$ cat config.mk
export PLATFORM = sky130hd
export DESIGN_NAME = prp_div
export DESIGN_NICKNAME = d
export VERILOG_FILES = /design/src/rtl/core/prp_pkg.sv /design/src/rtl/core/prp_div.sv
export SDC_FILE = /design/constraint.sdc
export NUM_CORES = 2
export LEC_CHECK = 0
export BUFFER_PORTS_ARGS = -buffer_cell sky130_fd_sc_hd__buf_2
export CAP_MARGIN = 20
export CORE_AREA = 2 2 351 353
export CTS_BUF_LIST = sky130_fd_sc_hd__clkbuf_2
export DETAILED_ROUTE_END_ITERATION = 8
export DIE_AREA = 0 0 353 355
export GPL_TIMING_DRIVEN = 0
export PLACE_DENSITY = 0.61
export SYNTH_ARGS = -nofsm -noshare
export SYNTH_HDL_FRONTEND = slang
export SYNTH_SLANG_ARGS = --single-unit
$ cat constraint.sdc
create_clock -name clock -period 4.1 [get_ports clock]
set_input_delay 1.23 -clock clock [delete_from_list [all_inputs] [get_ports clock]]
set_output_delay 1.23 -clock clock [all_outputs]
set_load 0.1 [all_outputs]
$ cat src/rtl/core/prp_pkg.sv
// Shared types and constants of the point rotate and project pipeline.
// No dependencies; used by the top level and the divider.
package prp_pkg;

   localparam int CW  = 32;   // rotated coordinate, Q.8 signed
   localparam int PW  = 48;   // coordinate times Q2.14 factor
   localparam int NW  = 44;   // projection numerator, signed
   localparam int RW  = 46;   // divider dividend and remainder
   localparam int DW  = 33;   // divider divisor
   localparam int QW  = 11;   // quotient bits that can land in frame
   localparam int SW  = 11;   // frame side register width
   localparam int AW  = 20;   // pixel address width

   localparam logic signed [15:0] OFFSET_X = -16'sd603;
   localparam logic signed [15:0] OFFSET_Y = -16'sd285;
   localparam logic signed [NW-1:0] FOCAL  = NW'(1000);
   localparam logic signed [NW-1:0] CENTER = NW'(400);
   localparam logic signed [PW:0] HALF_LSB = (PW+1)'(8192);

   typedef enum logic [2:0] {
      REG_ROT_X   = 3'd0,
      REG_ROT_Y   = 3'd1,
      REG_ROT_Z   = 3'd2,
      REG_SHIFT_X = 3'd3,
      REG_SHIFT_Y = 3'd4,
      REG_SHIFT_Z = 3'd5,
      REG_WIDTH   = 3'd6,
      REG_HEIGHT  = 3'd7
   } reg_index_type;

   // side flags that travel through the divider with each quotient
   typedef struct packed {
      logic neg;   // quotient is to be negated
      logic bad;   // zero depth or quotient too large for any frame
   } div_side_type;

endpackage

$ cat src/rtl/core/prp_div.sv
// Pipelined restoring divider, one quotient bit per g_step stage.
// Depends on prp_pkg; flags out quotients that do not fit in QW bits.
module prp_div (
   input  logic                   clock,
   input  logic                   en,
   input  logic [prp_pkg::RW-1:0] num,
   input  logic [prp_pkg::DW-1:0] den,
   input  prp_pkg::div_side_type  side_in,
   output logic [prp_pkg::QW-1:0] quot,
   output prp_pkg::div_side_type  side_out
);
   import prp_pkg::*;

   logic [RW-1:0] rem_ff  [0:QW];
   logic [DW-1:0] den_ff  [0:QW];
   logic [QW-1:0] q_ff    [0:QW];
   div_side_type  side_ff [0:QW];

   logic          over_in;
   div_side_type  side0_in;

   assign over_in = num >= RW'({den, {QW{1'b0}}});
   always_comb begin
      side0_in     = side_in;
      side0_in.bad = side_in.bad | over_in;
   end

   always_ff @(posedge clock) begin
      if (en) begin
         rem_ff[0]  <= num;
         den_ff[0]  <= den;
         q_ff[0]    <= '0;
         side_ff[0] <= side0_in;
      end
   end

   for (genvar k = 1; k <= QW; k++) begin : g_step
      localparam int BIT = QW - k;
      logic [RW-1:0] trial_in;
      logic          ge_in;
      assign trial_in = RW'(den_ff[k-1]) << BIT;
      assign ge_in    = rem_ff[k-1] >= trial_in;
      always_ff @(posedge clock) begin
         if (en) begin
            rem_ff[k]  <= ge_in ? rem_ff[k-1] - trial_in : rem_ff[k-1];
            den_ff[k]  <= den_ff[k-1];
            q_ff[k]    <= ge_in ? q_ff[k-1] | (QW'(1) << BIT) : q_ff[k-1];
            side_ff[k] <= side_ff[k-1];
         end
      end
   end

   assign quot     = q_ff[QW];
   assign side_out = side_ff[QW];

endmodule
# --- Yosys cells after proc, flatten, opt, wreduce, memory -nomap -nowiden ---
# Memories as Yosys holds them, arrays and structs flattened.
# Index checks and enable logic that the tools add are counted.
# W data, S select, Z words.
totals:
  ff_bits: 0
  ram_bits: 1104
  in_bits: 83
  output_inout_bits: 13
  word_cells: 52
  memories: 4
memory_table:
  columns: ["name", "words", "width", "rd", "rd_ports_with_merged_regs", "write_ports", "line", "source"]
  rows:
  - ["rem_ff", 12, 46, 11, 0, 12, "prp_div.sv:14", "logic [RW-1:0] rem_ff [0:QW];"]
  - ["den_ff", 12, 33, 11, 0, 12, "prp_div.sv:15", "logic [DW-1:0] den_ff [0:QW];"]
  - ["q_ff", 12, 11, 12, 0, 12, "prp_div.sv:16", "logic [QW-1:0] q_ff [0:QW];"]
  - ["side_ff", 12, 2, 12, 0, 12, "prp_div.sv:17", "div_side_type side_ff [0:QW];"]
classes:
  n_addsub: 11
  order_cmp: 12
  muxes: 24
  n_bitwise: 1
op_table:
  columns: ["operator", "n"]
  rows:
  - ["$mux W46", 11]
  - ["$ge A46 B33 Y1", 1]
  - ["$ge A46 B34 Y1", 1]
  - ["$ge A46 B35 Y1", 1]
  - ["$ge A46 B36 Y1", 1]
  - ["$ge A46 B37 Y1", 1]
  - ["$ge A46 B38 Y1", 1]
  - ["$ge A46 B39 Y1", 1]
  - ["$ge A46 B40 Y1", 1]
  - ["$ge A46 B41 Y1", 1]
  - ["$ge A46 B42 Y1", 1]
  - ["$ge A46 B43 Y1", 1]
  - ["$ge A46 B44 Y1", 1]
  - ["$sub A46 B33 Y46", 1]
  - ["$sub A46 B34 Y46", 1]
  - ["$sub A46 B35 Y46", 1]
  - ["$sub A46 B36 Y46", 1]
  - ["$sub A46 B37 Y46", 1]
  - ["$sub A46 B38 Y46", 1]
  - ["$sub A46 B39 Y46", 1]
  - ["$sub A46 B40 Y46", 1]
  - ["$sub A46 B41 Y46", 1]
  - ["$sub A46 B42 Y46", 1]
  - ["$sub A46 B43 Y46", 1]
  - ["12 further kinds", 14]

# --- Longest topological paths before layout ---
# An unclocked memory read counts as a cell.
logic_depth:
  word_depth: 3
  mapped_depth: 16
  ltp_nobuf: 15

# --- Worst setup path after synthesis ---
# No wires, ideal clock.
synth_path:
  path_kind: "register -> register"
  start: "mem rem_ff[4][6]"
  end: "mem rem_ff[5][9], data pin"
  setup_ns: 0.254
  t_arrival_ns: 3.285
  required_time_ns: 3.846
  setup_slack_ns: 0.560
  path_stages_with_launch: 15
  n_path_buf: 1
  period_less_slack_ns: 3.540
  cell_sequence: "edfxtp_1 inv_1 ha_1 inv_1 fa_1 a21oi_1 o211ai_1 a21oi_1 o21ai_0 a211oi_1 a2111oi_0 nor2b_1 inv_2 buf_1 o21a_1"
synth_lines:
  columns: ["element", "line"]
  rows:
  - ["from (decl)", "prp_div.sv:14"]

==> reports/results.ini <==
[worst_setup_path]
critPathRequiredTime_ps = 5390
path_cells = ha_1, and4_2, and3_2, nand4_1, a31oi_4, or3_1, a21boi_1, nor3_1, o311ai_1, o31ai_1, o21ai_0
critPathKind = flop to flop
reg2regPathDepth = 11
worst_setup_path_end_kind = flop
worst_path_max_delay_cell = a31oi_4
crit_cells = 11
critPathMaxFanout = 7
arrival_ps = 5390
worst-path-buf-inv = 0
cp_slowest_stage_delay_ps = 470
path_delay_family = simple AND/OR/NAND/NOR gates
cp-start-kind = flop

[timing]
fin_setup_tns_ps = -2.29
timing.final.ws_setup_ps = -2.29
finalHoldViolCount = 0
maxSlewViolCount = 0
skew_ps = 85.9
rsz0062_at_grt = false
hold_ws_ps = 356
worstMarginPinSlew_ps = 1130
slew_headroom_pct = 24.9
layout_min_cycle_time_ps = 4100
clock.fmax_mhz = 244
setup_violations = 1
post-route-period-util_pct = 100

[grt]
globalRouteTotalUtil_pct = 21.8
busiest_layer = met2
grt_max_degree = 130
grt_pass1_wl_um = 212000
antenna_found_initial = 2
overflow = 0
met1_usage_pct = 20.7
grt_use_met3_pct = 3.96
grtUsageMet2_pct = 41.4
grt_pass1_vias = 40490

[layout]
layout-drive-gt1-share_pct = 11.9
area.growth.synth_to_final_pct = 11.4
utilization_pct = 49.8
fillCellCount = 11314
layout.nets = 5979
design_area_um2 = 60400

[detailed_routing]
antenna_left = 0
drt_iter0_drc = 1907
drc = 0
viasPerCell = 5.27
wl_per_cell_um = 18.6
num_vias = 38336
routed_wl_um = 135000
first_pass_iters = 5

[synthesis]
synth_nets = 5504
yosys.area.top_type_share_pct = 53.1
synth_edf_count = 959
yosysMostFrequentCell = edfxtp_1
ys_seq_elements = 959
synth.avg_cell_area_um2 = 10.8
async_flop_share_pct = 0
netlist_area_um2 = 54200
syn_inst = 5015
ys_types = 84
yosys-top-cells-count = edfxtp_1, inv_1, nand2_1, o21ai_0, a21oi_1
yosysSeqAreaShare_pct = 53.1
synth_top_area_cell = edfxtp_1
ys.flop_type = edfxtp_1
yosys_warnings = 0
synthTopCellsByArea = edfxtp_1, ha_1, o21ai_0, a21oi_1, inv_1

[clock_network]
clk_root_buffer_cell = clkbuf_2
clk_path_buf_depth = 4
cts_made_buffers = 276
tritoncts = done
clkTransAtPathRegs_ps = 100
insertion_delay_ps = 1600
cts-htree-levels = 5
clock-sinks = 959

[floorplan]
dieArea_um2 = 125000
fp.dieH_um = 355
start_util_pct = 44.7
num_rows = 128
core_um2 = 121000
io_pins = 96
dieWidth_um = 353

[min_path]
worstHoldPathType = primary input to flop
hold_depth = 2

[pwr]
p_per_area_nw_per_um2 = 623
ir_drop_uv = 303
p_leak_nw = 24.4
total_power_mw = 37.6

[placed_design]
hpwl_um = 106000
globalplace.congestion = 0.937
place_area_um2 = 57000
io_buffers = 95

[run]
maxCapViolations = 0

[outcome]
status = complete, but fails checks
violations = setup timing

## where the power goes
group,switching (mW),internal (mW)
logic,9.66,6.59
registers,1.26,13.9
clock network,3.84,2.37
total,14.7,22.9
## state kept, by name, indices dropped and copies added, names as in the netlist
register,cells
rem_ff,506
q_ff,66
side_ff,24
den_ff,363
## through the flow
| stage | std cells | worst slack [ps] |
|---|---|---|
| floorplan | 5015 | 560 |
| global placement | 6735 | -12710 |
| detailed placement | 6751 | -1260 |
| finish | 7271 | -2.29 |
| CTS | 7267 | 4.73 |
| global route | 7269 | 8.47 |
## routing by layer
layer | up-vias | wire length, um | share of wire, %
li1 | 19471 | - | -
met1 | 17558 | 48500 | 36
met2 | 894 | 71800 | 53
met3 | 413 | 4780 | 3.5
met4 | 0 | 10400 | 7.7
met5 | - | 0 | 0
## layout by cell type (no fill, tap or decap), types with 38 or more instances in the layout
cell type        n
xnor2_1        170
dlygate4sd3_1   82
a21oi_1        406
nor4_1          39
a21o_1         177
edfxtp_1       959
buf_2          107
nor2_1         262
nand3_1         81
nor2b_1         47
o21a_1          43
o21bai_1        41
mux2_2          38
nand2_1        441
clkbuf_2       387
inv_1          481
clkinv_1        54
o21ai_0        423
xor2_1         183
clkbuf_1        88
nor3_1          78
nand4_1         84
nand2b_1        58
ha_1           394
## area by class of cell
cell class                      count  area, um2  area share [%]
Antenna cell                        3       7.51          0.0124
Buffer                            142        659            1.09
Clock buffer                      363       1820            3.01
Clock inverter                     68        268           0.443
Inverter                          483       1820            3.01
Multi-Input combinational cell   3427      23400            38.7
Sequential cell                   959      28800            47.7
Tap cell                         1625       2030            3.37
Timing Repair Buffer              201       1640            2.71
## cell families after synthesis
family / Yosys count / share of synthesized area, %
compound gates: 1375 / 15.4
simple gates: 1254 / 11.1
flops: 959 / 53.1
buf+inv: 629 / 4.40
fa+ha+maj: 406 / 9.50
xor+xnor: 353 / 5.70
mux: 39 / 0.807
## what timing repair did
| action | 4_1_cts | 5_1_grt |
|---|---|---|
| hold endpoints to repair | 121 | 0 |
| buffers inserted | 4 | 3 |
| resized for setup | 107 | 50 |
| pin swaps | 5 | 5 |
| endpoints found under the setup margin | 393 | 215 |
| hold buffers | 82 | 0 |
## final timing paths
| kind | startpoint | end | slack (ps) |
|---|---|---|---|
| worst max-delay path | rem_ff[8][17] | rem_ff[9][40] | -2 |
| worst min register to register | q_ff[10][8] | q_ff[11][8] | 410 |
| worst min-delay path | num[4] | rem_ff[0][4] | 360 |
| worst max register to register | rem_ff[8][17] | rem_ff[9][40] | -2 |
Power figures use the tool's default switching activity.
